===== config.mk =====
export PLATFORM = sky130hd
export DESIGN_NAME = stepper_pulse_generator_ramp_unit_flat
export DESIGN_NICKNAME = d
export VERILOG_FILES = /design/src/hw/rtl/spg_pkg.sv /design/src/hw/rtl/spg_if.sv /design/src/hw/rtl/stepper_pulse_generator_ramp_unit.sv /design/src/hw/rtl/spg_step.sv /design/src/flat_wrapper.sv
export SDC_FILE = /design/constraint.sdc
export NUM_CORES = 1
export LEC_CHECK = 0
export BUFFER_PORTS_ARGS = -buffer_cell sky130_fd_sc_hd__buf_2
export CORE_MARGIN = 3
export CORE_UTILIZATION = 64
export DETAILED_ROUTE_END_ITERATION = 10
export GPL_TIMING_DRIVEN = 0
export MAX_ROUTING_LAYER = met4
export PLACE_DENSITY = 0.79
export SETUP_SLACK_MARGIN = 0.02
export SYNTH_ARGS = -nofsm -noshare
export SYNTH_HDL_FRONTEND = slang
export SYNTH_SLANG_ARGS = --single-unit

===== constraint.sdc =====
create_clock -name clk -period 18.7 [get_ports clk]
set_input_delay 3.74 -clock clk [delete_from_list [all_inputs] [get_ports clk]]
set_output_delay 3.74 -clock clk [all_outputs]
set_load 0.02 [all_outputs]

===== src/hw/rtl/spg_pkg.sv =====
// Shared widths, codes and types of the stepper pulse generator.
package spg_pkg;

  // Width of the signed count of steps still to be issued.
  localparam int COUNT_WIDTH = 24;

  localparam int TIME_W     = 16;
  localparam int RAMP_W     = 8;
  localparam int DELAY_W    = 24;
  localparam int ELAPSED_W  = 25;
  localparam int POS_W      = 32;
  localparam int STEPS_W    = 16;
  localparam int LEFT_W     = 24;
  localparam int CFG_IDX_W  = 2;
  localparam int CFG_DATA_W = 16;
  localparam int SUM_W      = 33;

  // Saturation bounds of the step count, sign-extended to the sum width.
  localparam logic signed [SUM_W-1:0] CNT_MAX =
    $signed({{(SUM_W-COUNT_WIDTH+1){1'b0}}, {(COUNT_WIDTH-1){1'b1}}});
  localparam logic signed [SUM_W-1:0] CNT_MIN = ~CNT_MAX;

  localparam logic [ELAPSED_W-1:0] ELAPSED_MAX = '1;

  // Pulse phase codes.
  localparam logic [1:0] PH_IDLE = 2'd0;
  localparam logic [1:0] PH_HIGH = 2'd1;
  localparam logic [1:0] PH_LOW  = 2'd2;

  // Configuration register indexes.
  localparam logic [CFG_IDX_W-1:0] REG_LOW_TIME   = 2'd0;
  localparam logic [CFG_IDX_W-1:0] REG_HIGH_TIME  = 2'd1;
  localparam logic [CFG_IDX_W-1:0] REG_RAMP_WIDTH = 2'd2;
  localparam logic [CFG_IDX_W-1:0] REG_RAMP_DELAY = 2'd3;

  typedef struct packed {
    logic [TIME_W-1:0] low_time;
    logic [TIME_W-1:0] high_time;
    logic [RAMP_W-1:0] ramp_width;
    logic [TIME_W-1:0] ramp_delay;
  } spg_cfg_t;

  typedef struct packed {
    logic [1:0]                     phase;
    logic [ELAPSED_W-1:0]           elapsed;
    logic [DELAY_W-1:0]             delay;
    logic signed [COUNT_WIDTH-1:0]  remaining;
    logic [RAMP_W-1:0]              ramp_count;
    logic [POS_W-1:0]               total;
  } spg_state_t;

endpackage


===== src/hw/rtl/spg_if.sv =====
// Valid/ready channel interfaces for input requests and result requests.
interface spg_in_if;
  import spg_pkg::*;
  logic                      valid;
  logic                      ready;
  logic                      mode;
  logic signed [STEPS_W-1:0] steps;

  modport source (output valid, output mode, output steps, input ready);
  modport sink   (input valid, input mode, input steps, output ready);
endinterface

interface spg_out_if;
  import spg_pkg::*;
  logic                     valid;
  logic                     ready;
  logic                     step_level;
  logic                     direction;
  logic signed [LEFT_W-1:0] steps_left;
  logic signed [POS_W-1:0]  position;
  logic                     busy_res;

  modport source (output valid, output step_level, output direction, output steps_left,
                  output position, output busy_res, input ready);
  modport sink   (input valid, input step_level, input direction, input steps_left,
                  input position, input busy_res, output ready);
endinterface


===== src/hw/rtl/stepper_pulse_generator_ramp_unit.sv =====
// Top level of the stepper step/direction pulse generator with speed ramp.
// The result of an accepted request is loaded into the output register in the next cycle.
// Throughput: one request per cycle while the output is not stalled; the pulse state updates in a single pass.
// A request is taken while the output register is empty or is being drained.
// Reset (synchronous, active low) clears the pulse state and output valid, and
// loads the registers with low 1000, high 750, ramp width 10 and ramp delay 100.
module stepper_pulse_generator_ramp_unit (
  input  logic                               clk,
  input  logic                               rst_n,
  spg_in_if.sink                             in_ch,
  spg_out_if.source                          out_ch,
  input  logic                               cfg_we,
  input  logic [spg_pkg::CFG_IDX_W-1:0]      cfg_idx,
  input  logic [spg_pkg::CFG_DATA_W-1:0]     cfg_data
);
  import spg_pkg::*;

  spg_cfg_t             cfg_r;
  spg_state_t           state_r;
  spg_state_t           state_nxt;
  logic                 out_valid_r;
  logic                 step_level_r;
  logic                 direction_r;
  logic signed [LEFT_W-1:0] steps_left_r;
  logic signed [POS_W-1:0]  position_r;
  logic                 busy_r;
  logic                 in_acc;

  assign in_ch.ready = !out_valid_r || out_ch.ready;
  assign in_acc      = in_ch.valid && in_ch.ready;

  // Configuration registers.
  always_ff @(posedge clk) begin
    if (!rst_n) begin
      cfg_r.low_time   <= TIME_W'(1000);
      cfg_r.high_time  <= TIME_W'(750);
      cfg_r.ramp_width <= RAMP_W'(10);
      cfg_r.ramp_delay <= TIME_W'(100);
    end else if (cfg_we) begin
      case (cfg_idx)
        REG_LOW_TIME:   cfg_r.low_time   <= cfg_data[TIME_W-1:0];
        REG_HIGH_TIME:  cfg_r.high_time  <= cfg_data[TIME_W-1:0];
        REG_RAMP_WIDTH: cfg_r.ramp_width <= cfg_data[RAMP_W-1:0];
        REG_RAMP_DELAY: cfg_r.ramp_delay <= cfg_data[TIME_W-1:0];
        default: ;
      endcase
    end
  end

  spg_step u_step (
    .cfg_i     (cfg_r),
    .state_i   (state_r),
    .mode_i    (in_ch.mode),
    .steps_i   (in_ch.steps),
    .state_nxt (state_nxt)
  );

  // Pulse state advances on each accepted request.
  always_ff @(posedge clk) begin
    if (!rst_n) begin
      state_r <= '0;
    end else if (in_acc) begin
      state_r <= state_nxt;
    end
  end

  // Output register valid flag.
  always_ff @(posedge clk) begin
    if (!rst_n) begin
      out_valid_r <= 1'b0;
    end else if (in_acc) begin
      out_valid_r <= 1'b1;
    end else if (out_ch.ready) begin
      out_valid_r <= 1'b0;
    end
  end

  // Output payload shows the state after the request.
  always_ff @(posedge clk) begin
    if (in_acc) begin
      step_level_r <= (state_nxt.phase == PH_HIGH);
      direction_r  <= !state_nxt.remaining[COUNT_WIDTH-1] && (state_nxt.remaining != '0);
      steps_left_r <= LEFT_W'($signed(state_nxt.remaining));
      position_r   <= $signed(state_nxt.total);
      busy_r       <= (state_nxt.remaining != '0);
    end
  end

  assign out_ch.valid      = out_valid_r;
  assign out_ch.step_level = step_level_r;
  assign out_ch.direction  = direction_r;
  assign out_ch.steps_left = steps_left_r;
  assign out_ch.position   = position_r;
  assign out_ch.busy_res   = busy_r;

endmodule


===== src/hw/rtl/spg_step.sv =====
// Next-state logic of the pulse generator for one tick or add-steps request.
module spg_step (
  input  spg_pkg::spg_cfg_t                cfg_i,
  input  spg_pkg::spg_state_t              state_i,
  input  logic                             mode_i,
  input  logic signed [spg_pkg::STEPS_W-1:0] steps_i,
  output spg_pkg::spg_state_t              state_nxt
);
  import spg_pkg::*;

  logic [COUNT_WIDTH-1:0]  rem_u;
  logic [COUNT_WIDTH-1:0]  left;
  logic                    near_end;
  logic [RAMP_W-1:0]       factor;
  logic [DELAY_W-1:0]      delay_new;
  logic signed [SUM_W-1:0] sum;

  // Magnitude of the remaining count and the delay for a pulse that starts now.
  // Inside the ramp width the deceleration factor always wins over the ramp count.
  assign rem_u     = state_i.remaining;
  assign left      = rem_u[COUNT_WIDTH-1] ? (~rem_u + 1'b1) : rem_u;
  assign near_end  = left < COUNT_WIDTH'(cfg_i.ramp_width);
  assign factor    = near_end ? (cfg_i.ramp_width - left[RAMP_W-1:0]) : state_i.ramp_count;
  assign delay_new = DELAY_W'(factor) * DELAY_W'(cfg_i.ramp_delay);

  // Saturating sum for an add-steps request.
  assign sum = SUM_W'($signed(state_i.remaining)) + SUM_W'(steps_i);

  always_comb begin
    state_nxt = state_i;
    if (mode_i) begin
      if (sum > CNT_MAX) begin
        state_nxt.remaining = CNT_MAX[COUNT_WIDTH-1:0];
      end else if (sum < CNT_MIN) begin
        state_nxt.remaining = CNT_MIN[COUNT_WIDTH-1:0];
      end else begin
        state_nxt.remaining = sum[COUNT_WIDTH-1:0];
      end
      state_nxt.ramp_count = cfg_i.ramp_width;
    end else if (state_i.remaining == '0) begin
      // Nothing left to issue: drop any pulse in progress.
      state_nxt.phase   = PH_IDLE;
      state_nxt.elapsed = '0;
    end else begin
      // Start a pulse or advance the phase timer.
      if (state_i.phase == PH_IDLE) begin
        state_nxt.delay   = delay_new;
        state_nxt.phase   = PH_HIGH;
        state_nxt.elapsed = '0;
      end else if (state_i.elapsed != ELAPSED_MAX) begin
        state_nxt.elapsed = state_i.elapsed + 1'b1;
      end
      // End of the high phase.
      if (state_nxt.phase == PH_HIGH &&
          state_nxt.elapsed >= ELAPSED_W'(cfg_i.high_time) + ELAPSED_W'(state_nxt.delay)) begin
        if (state_nxt.ramp_count != '0) begin
          state_nxt.ramp_count = state_nxt.ramp_count - 1'b1;
        end
        state_nxt.phase   = PH_LOW;
        state_nxt.elapsed = '0;
      end
      // End of the low phase completes one step.
      if (state_nxt.phase == PH_LOW &&
          state_nxt.elapsed >= ELAPSED_W'(cfg_i.low_time) + ELAPSED_W'(state_nxt.delay)) begin
        state_nxt.phase   = PH_IDLE;
        state_nxt.elapsed = '0;
        if (!rem_u[COUNT_WIDTH-1]) begin
          state_nxt.remaining = state_i.remaining - 1'b1;
          state_nxt.total     = state_i.total - 1'b1;
        end else begin
          state_nxt.remaining = state_i.remaining + 1'b1;
          state_nxt.total     = state_i.total + 1'b1;
        end
      end
    end
  end

endmodule


===== src/flat_wrapper.sv =====
// flat-port wrapper written by rule: the top's interface ports become plain ports
module stepper_pulse_generator_ramp_unit_flat import spg_pkg::*;
  (clk, rst_n, cfg_we, cfg_idx, cfg_data, in_ch_valid, in_ch_mode, in_ch_steps, in_ch_ready, out_ch_valid, out_ch_step_level, out_ch_direction, out_ch_steps_left, out_ch_position, out_ch_busy_res, out_ch_ready);
  spg_in_if in_ch_i ();
  spg_out_if out_ch_i ();
  input  logic clk;
  input  logic rst_n;
  input  logic cfg_we;
  input  logic [spg_pkg::CFG_IDX_W-1:0] cfg_idx;
  input  logic [spg_pkg::CFG_DATA_W-1:0] cfg_data;
  input wire logic [$bits(in_ch_i.valid)-1:0] in_ch_valid;
  input wire logic [$bits(in_ch_i.mode)-1:0] in_ch_mode;
  input wire logic [$bits(in_ch_i.steps)-1:0] in_ch_steps;
  output wire logic [$bits(in_ch_i.ready)-1:0] in_ch_ready;
  output wire logic [$bits(out_ch_i.valid)-1:0] out_ch_valid;
  output wire logic [$bits(out_ch_i.step_level)-1:0] out_ch_step_level;
  output wire logic [$bits(out_ch_i.direction)-1:0] out_ch_direction;
  output wire logic [$bits(out_ch_i.steps_left)-1:0] out_ch_steps_left;
  output wire logic [$bits(out_ch_i.position)-1:0] out_ch_position;
  output wire logic [$bits(out_ch_i.busy_res)-1:0] out_ch_busy_res;
  input wire logic [$bits(out_ch_i.ready)-1:0] out_ch_ready;
  assign in_ch_i.valid = in_ch_valid;
  assign in_ch_i.mode = in_ch_mode;
  assign in_ch_i.steps = in_ch_steps;
  assign in_ch_ready = in_ch_i.ready;
  assign out_ch_valid = out_ch_i.valid;
  assign out_ch_step_level = out_ch_i.step_level;
  assign out_ch_direction = out_ch_i.direction;
  assign out_ch_steps_left = out_ch_i.steps_left;
  assign out_ch_position = out_ch_i.position;
  assign out_ch_busy_res = out_ch_i.busy_res;
  assign out_ch_i.ready = out_ch_ready;
  stepper_pulse_generator_ramp_unit u_core (.clk(clk), .rst_n(rst_n), .in_ch(in_ch_i), .out_ch(out_ch_i), .cfg_we(cfg_we), .cfg_idx(cfg_idx), .cfg_data(cfg_data));
endmodule

==> results of run 1 <==
-- layout by cell type, fill, tap and decap left out, types with 86 or more instances in the layout --
cell type	count
sky130_fd_sc_hd__nand2_1	440
sky130_fd_sc_hd__ha_1	222
sky130_fd_sc_hd__a21oi_1	215
sky130_fd_sc_hd__nor2_1	205
sky130_fd_sc_hd__dfxtp_1	172
sky130_fd_sc_hd__inv_1	161
sky130_fd_sc_hd__o21ai_0	132
sky130_fd_sc_hd__buf_2	115
sky130_fd_sc_hd__xnor2_1	90
sky130_fd_sc_hd__fa_1	90
sky130_fd_sc_hd__clkbuf_1	88
sky130_fd_sc_hd__nor3_1	86
-- cells by family after synthesis --
kind of cell | share of synthesized area
and+or+nand+nor | 0.2318
AOI/OAI and AO/OA | 0.1950
adders and majority gates | 0.2109
buffers and inverters | 0.04938
DFF | 0.2371
xor gates and xnor gates | 0.06372
muxes | 0.01206
-- metrics by stage --
stage | cell area (um2) | cells | setup WS [ns] | hold WS (ns)
floorplan | 21990 | 2763 | 4.589 | 0.4338
global placement | 23050 | 3310 | -0.001176 | 0.4409
detailed placement | 23070 | 3311 | 0.7365 | 0.4469
CTS | 24040 | 3360 | 0.6203 | 0.4551
global route | 24060 | 3360 | 0.02082 | 0.4715
finish | 24060 | 3361 | 0.8213 | 0.4575
-- worst max path at each step --
stage / to / depth (start not counted) / from
floorplan: u_core.out_ch.direction / 58 / u_core.state_r[63]
global placement: u_core.out_ch.direction / 59 / u_core.state_r[63]
detailed placement: u_core.out_ch.direction / 64 / u_core.state_r[63]
CTS: u_core.out_ch.direction / 64 / u_core.state_r[63]
global route: u_core.out_ch.direction / 65 / u_core.state_r[63]
finish: u_core.out_ch.direction / 65 / u_core.state_r[63]
-- cell type report --
cell class                 count  area, um2
clock inverter                13      197.7
fill                        2744       9639
inverter                     163      613.1
multi-input combinational   2254      15710
antenna                        1      2.502
sequential                   231       5215
tap                          448      560.5
clock buffer                  36      772.0
timing repair buffer         100      515.5
buffer                       115      479.2
-- registers in the layout, indices dropped and copies added (netlist names) --
name	count
u_core.state_r	115
u_core.out_ch.step_level	1
u_core.out_ch.direction	1
u_core.cfg_r	56
u_core.out_ch.busy_res	1
u_core.out_ch.valid	1
u_core.out_ch.steps_left	24
u_core.out_ch.position	32
-- where the power goes --
group	switching (mW)	total, mW	leakage (nW)	internal [mW]
logic	0.395	0.630	7.92	0.234
registers	0.0267	0.566	1.98	0.540
clock network	0.235	0.584	0.463	0.349
total	0.657	1.78	10.4	1.12
-- what timing repair did --
item / 4_1_cts / 5_1_grt
endpoints found under the hold margin: 0 / 0
resized for setup: 0 / 6
hold buffers: 0 / 0
endpoints found under the setup margin: 0 / 15
-- per-layer routing --
layer  part of all wire  global-route usage  wire length, um  vias to the layer above
li1                   -                   -                -                     9961
met1               0.43              0.5316            29390                    10170
met2               0.44              0.5772            29970                     1098
met3               0.10             0.05722             6852                      195
met4              0.035              0.1126             2368                        0
met5                  0                   -                0                        -
-- critical path: cells and delay by family (launching register included) --
kind                     cells  cell delay, ns
adder cells (fa/ha/maj)      9            3.70
AND/OR/NAND/NOR             20            4.69
AO/OA/AOI/OAI               20            4.49
flip-flops                   1            0.56
buffers and inverters       12            3.09
multiplexers                 1            0.59
XOR/XNOR                     3            0.41
==> metrics.md, run 1 <==
| Metric | Value |
|---|---|
| Status | `finished clean` |
| HP Start | `u_core.state_r[73]` |
| Gate count of the mapped netlist | `between 2,000 and 3,000` |
| Actual slew at the worst max-slew pin | `1.274 ns` |
| Reg-to-reg startpoint | `u_core.state_r[63]` |
| Critical-path maximum fanout | `10` |
| Total via count in the routed design | `21,424` |
| Insertion delay of the later-clocked pin in the worst-skew pair | `0.56 ns` |
| Ranking of synthesized cells by area | `sky130_fd_sc_hd__dfxtp_1 16%, sky130_fd_sc_hd__ha_1 13%, sky130_fd_sc_hd__fa_1 8.2%, sky130_fd_sc_hd__edfxtp_1 8.1%, sky130_fd_sc_hd__nand2_1 7.5%` |
| Worst Hold Endpoint | `u_core.state_r[73]` |
| Fraction of post-synthesis cell area in the top cell type by area | `0.1566` |
| Nets | `between 3,000 and 4,000` |
| TritonRoute pass-1 iters | `6` |
| Vias per cell | `6.374` |
| Most used flip-flop cell after synthesis | `sky130_fd_sc_hd__dfxtp_1` |
| Die area | `36,620 um2` |
| Via count of the first global-routing pass | `20,234` |
| Core footprint | `33,700 um2` |
| Static power due to leakage | `10.37 nW` |
| Number of warnings issued by yosys | `0` |
| First-pass GRT wire length | `around 110 mm` |
| Final Total Pwr | `1.780 mW` |
| DR DRC count | `0` |
| CP max stage cell | `sky130_fd_sc_hd__mux2i_2` |
| Area delta synth->final | `9.398%` |
| Setup Crit Path Kind | `flop to flop` |
| Chip width | `191.4 um` |
| Post-synthesis instance area | `21,990 um2` |
| Number of synthesized register bits | `231` |
| Placer Congestion | `0.9927` |
| Synth top cells by count | `440 x sky130_fd_sc_hd__nand2_1, 222 x sky130_fd_sc_hd__ha_1, 215 x sky130_fd_sc_hd__a21oi_1` |
| Total power divided by cell area | `73.97 nW/um2` |
| Total nets after synthesis | `3,115` |
| Cell accounting for the most synthesized area | `sky130_fd_sc_hd__dfxtp_1` |
| IR Drop Worst-Case VDD | `between 0.08 and 0.09 mV` |
| Number of antenna violations at the first check in global routing | `0` |
| Starting utilization of the core area | `0.6526` |
| Layout Skew | `0.01994 ns` |
| Avg Cell Area, Syn | `about 8 um2` |
| Count of max-cap constraint violations | `0` |
| Setup tns final | `0 ns` |
| Count of input and output buffers | `99` |
| Detailed placement HPWL | `52.72 mm` |
| Setup violation total in the final timing report | `0` |
| Share of layout cells above drive strength 1 | `0.07521` |
| Residual antenna-violating net count after detailed routing | `0` |
| Most numerous cell in the Yosys netlist | `sky130_fd_sc_hd__nand2_1` |
| Endpoint kind of the worst setup timing path | `flop` |
| Ports | `101` |
| Post-CTS setup buffers | `0` |
| Library cells used by synthesis | `90` |
| Final hold violation count | `0` |
| Overall track demand over capacity in global routing | `0.3815` |
| Number of buffers inserted during clock tree synthesis | `27` |
| Tightest slew margin relative to the limit | `0.1459` |
| Height of the die | `approximately 190 um` |
| Final period utilization | `0.9561` |
| Arrival @ worst endpoint | `18.14 ns` |
| Row Count | `67` |
| H-Tree Depth | `1` |
| Class of the worst hold path | `flop to flop` |
| Worst R2R Setup Slack | `0.82 ns` |
| Depth of the most critical reg-to-reg path | `65` |
| Critical path's largest stage delay | `0.59 ns` |
| Reg-to-reg endpoint | `u_core.out_ch.direction` |
| Highest clock frequency the design can meet | `between 0.05 and 0.06 GHz` |
| Number of max-slew violations in the final report | `0` |
| Count of clock tree sinks | `231` |
| Sequential element share of the synthesized area | `0.2371` |
| Global route overflow | `0` |
| Pin count of the biggest net entering global routing | `69` |
| Iteration-0 DRC Markers | `2,145` |
| Detailed-route wire length per cell | `~20 um` |
| Data required time of the worst path | `18.96 ns` |
| Proportion of synthesized flip-flops having asynchronous set or reset | `0` |
| EDFF count, synth | `59` |
| Setup repair after global routing missed its margin | `no` |
| TritonCTS clock tree | `yes` |
| Kind of launch point of the worst setup path | `flop` |
| Min Clock Period, post-route | `17.88 ns` |
| Wire length reported by the detailed router | `just under 70 mm` |
| Clock buffer depth | `3` |
| Clock-pin slew on the worst setup and hold paths | `around 0.07 ns` |
| Share of the core filled with cells | `0.7140` |
| Number of stages on the worst hold path | `2` |
| Clock root buffer master | `sky130_fd_sc_hd__clkbuf_16` |
Power figures use the tool's default switching activity.
==> inputs of run 2 (changes only) <==
CAP_MARGIN = 0   (was not set)
CELL_PAD_IN_SITES_DETAIL_PLACEMENT = 1   (was not set)
CELL_PAD_IN_SITES_GLOBAL_PLACEMENT = 2   (was not set)
CORE_UTILIZATION = 39   (was 64)
PLACE_DENSITY = 0.8   (was 0.79)
==> run 2 against run 1 <==
Compared with the run above:
- combinational power up 2%
- critical path depth down 1
- hold slack better by 0.0016 ns
- sequential power about the same
- register-to-register slack gained 0.40 ns
- first-iteration DRC count is 55% lower
- die area grew 62%
- highest routed layer unchanged
==> metrics.md, run 2 (synthesis gave the netlist of run 1 again) <==
| Metric | Value |
|---|---|
| Class of the worst hold path | `flop to flop` |
| Number of flip-flops under the largest register name | `115` |
| Count of buffering cells on the critical path with inverters included | `13` |
| Clock-pin slew on the worst setup and hold paths | `approximately 0.06 ns` |
| Critical-path maximum fanout | `10` |
| Number of buffers inserted during clock tree synthesis | `29` |
| Final hold violation count | `0` |
| Largest register by flop count | `u_core.state_r` |
| Count of clock tree sinks | `around 230` |
| Clock root buffer master | `sky130_fd_sc_hd__clkbuf_16` |
| Family of cells with the greatest summed delay on the critical path | `compound AO/OA/AOI/OAI gates` |
| Overall track demand over capacity in global routing | `0.2708` |
| Depth of the most critical reg-to-reg path | `64` |
| Global route overflow | `0` |
| Clock buffer depth | `3` |
| Row Count | `86` |
| Die area | `59,280 um2` |
| TritonCTS clock tree | `yes` |
| Number of antenna violations at the first check in global routing | `1` |
| Cell area after placement | `23,480 um2` |
| Commonest non-fill, non-tap cell in the layout | `sky130_fd_sc_hd__nand2_1` |
| First-pass GRT wire length | `about 120 mm` |
| Number of stages on the worst hold path | `2` |
| CP max stage cell | `sky130_fd_sc_hd__dfxtp_1` |
| H-Tree Depth | `1` |
| Final setup slack of the worst path | `1.225 ns` |
| Kind of launch point of the worst setup path | `flop` |
| Endpoint kind of the worst setup timing path | `flop` |
| TritonRoute pass-1 iters | `5` |
| Data required time of the worst path | `19.00 ns` |
| Total via count in the routed design | `20,854` |
| Min Clock Period, post-route | `17.48 ns` |
| Share of layout cells above drive strength 1 | `0.07914` |
| Ports | `101` |
| Most frequent cells in the layout | `440 x sky130_fd_sc_hd__nand2_1, 222 x sky130_fd_sc_hd__ha_1, 215 x sky130_fd_sc_hd__a21oi_1, 204 x sky130_fd_sc_hd__nor2_1, 172 x sky130_fd_sc_hd__dfxtp_1` |
| Chip width | `between 200 and 250 um` |
| Antenna diode instance count | `0` |
| Wire length reported by the detailed router | `79.40 mm` |
| Area delta synth->final | `11.75%` |
| Total power divided by cell area | `74.56 nW/um2` |
| Pin count of the biggest net entering global routing | `41` |
| Detailed-route wire length per cell | `between 20 and 25 um` |
| Setup violation total in the final timing report | `0` |
| Hold buffer count at CTS | `0` |
| Iteration-0 DRC Markers | `973` |
| Arrival @ worst endpoint | `17.78 ns` |
| Placer Congestion | `approximately 0.9` |
| Starting utilization of the core area | `0.3969` |
| Static power due to leakage | `10.43 nW` |
| Worst-case setup slack after placement | `-0.3508 ns` |
| Highest clock frequency the design can meet | `about 0.057 GHz` |
| Setup repair after global routing missed its margin | `no` |
| Status | `finished clean` |
| Critical path depth | `64` |
| Core footprint | `roughly 55,000 um2` |
| Count of input and output buffers | `99` |
| Setup Crit Path Kind | `flop to flop` |
| IR Drop Worst-Case VDD | `0.07323 mV` |
| Vias per cell | `5.687` |
| Detailed placement HPWL | `between 60 and 70 mm` |
| Height of the die | `roughly 240 um` |
| Actual slew at the worst max-slew pin | `1.250 ns` |
| Residual antenna-violating net count after detailed routing | `0` |
| Final period utilization | `0.9345` |
| Layout Skew | `0.03239 ns` |
| Via count of the first global-routing pass | `22,113` |
| Tightest slew margin relative to the limit | `0.1613` |
| DR DRC count | `0` |
| Cell area after layout | `approximately 25,000 um2` |
| Critical path's largest stage delay | `0.61 ns` |
| Insertion delay of the later-clocked pin in the worst-skew pair | `around 0.6 ns` |
| Number of max-slew violations in the final report | `0` |
| Count of max-cap constraint violations | `0` |
| Post-CTS setup buffers | `0` |
| Nets | `3,248` |
-- run 2: metrics by stage --
| step | hold slack, ns | utilization | TNS (ns) | instances | power [mW] |
|---|---|---|---|---|---|
| 2_1_floorplan | 0.4338 | - | 0 | 2763 | 1.015 |
| 3_3_place_gp | 0.4410 | 0.4227 | -33.67 | 3610 | 1.190 |
| 3_5_place_dp | 0.4487 | 0.4236 | -2.184 | 3613 | 1.209 |
| 4_1_cts | 0.4580 | 0.4426 | 0 | 3667 | 1.842 |
| 5_1_grt | 0.4785 | 0.4435 | 0 | 3667 | 1.936 |
| 6_report | 0.4591 | 0.4435 | 0 | 3667 | 1.833 |
-- run 2: area by class of cell --
cell class / instances / area (um2)
plain buffers: 115 / 479.2
clock buffers: 37 / 807.0
clock inverters: 17 / 230.2
fillers: 6767 / 30840
inverters: 163 / 613.1
multi-input cells: 2254 / 15760
flip-flops and latches: 231 / 5215
well taps: 748 / 935.9
repair buffers: 102 / 540.5
-- run 2: per-layer routing --
layer,up-vias,part of all wire,GRT usage
met5,-,0,-
met2,382,0.49,0.4682
met1,10364,0.44,0.3236
met3,150,0.036,0.03148
li1,9958,-,-
met4,0,0.041,0.1030
-- run 2: final timing paths --
| check | slack (ns) | end | startpoint |
|---|---|---|---|
| worst min-delay path | 0.46 | u_core.state_r[71] | u_core.state_r[71] |
| worst min register to register | 0.46 | u_core.state_r[71] | u_core.state_r[71] |
| worst max-delay path | 1.22 | u_core.out_ch.direction | u_core.state_r[63] |
| worst max register to register | 1.22 | u_core.out_ch.direction | u_core.state_r[63] |
-- run 2: repair_timing --
item                                    4_1_cts  5_1_grt
endpoints found under the setup margin       15      117
endpoints found under the hold margin         0        0
resized for setup                             5       11
-- run 2: worst reg2reg max path: cells and delay by family (launching register included) --
kind	cells	cell delay (ns)
buf+inv	13	3.22
flops	1	0.61
fa+ha+maj	9	3.81
compound gates	22	4.94
xor+xnor	2	0.35
mux	3	1.26
simple gates	15	3.03
-- run 2: power by group --
part | internal (mW) | switching (mW) | leakage (nW)
Combinational | 0.236 | 0.405 | 7.94
Clock | 0.374 | 0.248 | 0.503
Sequential | 0.539 | 0.0291 | 1.98
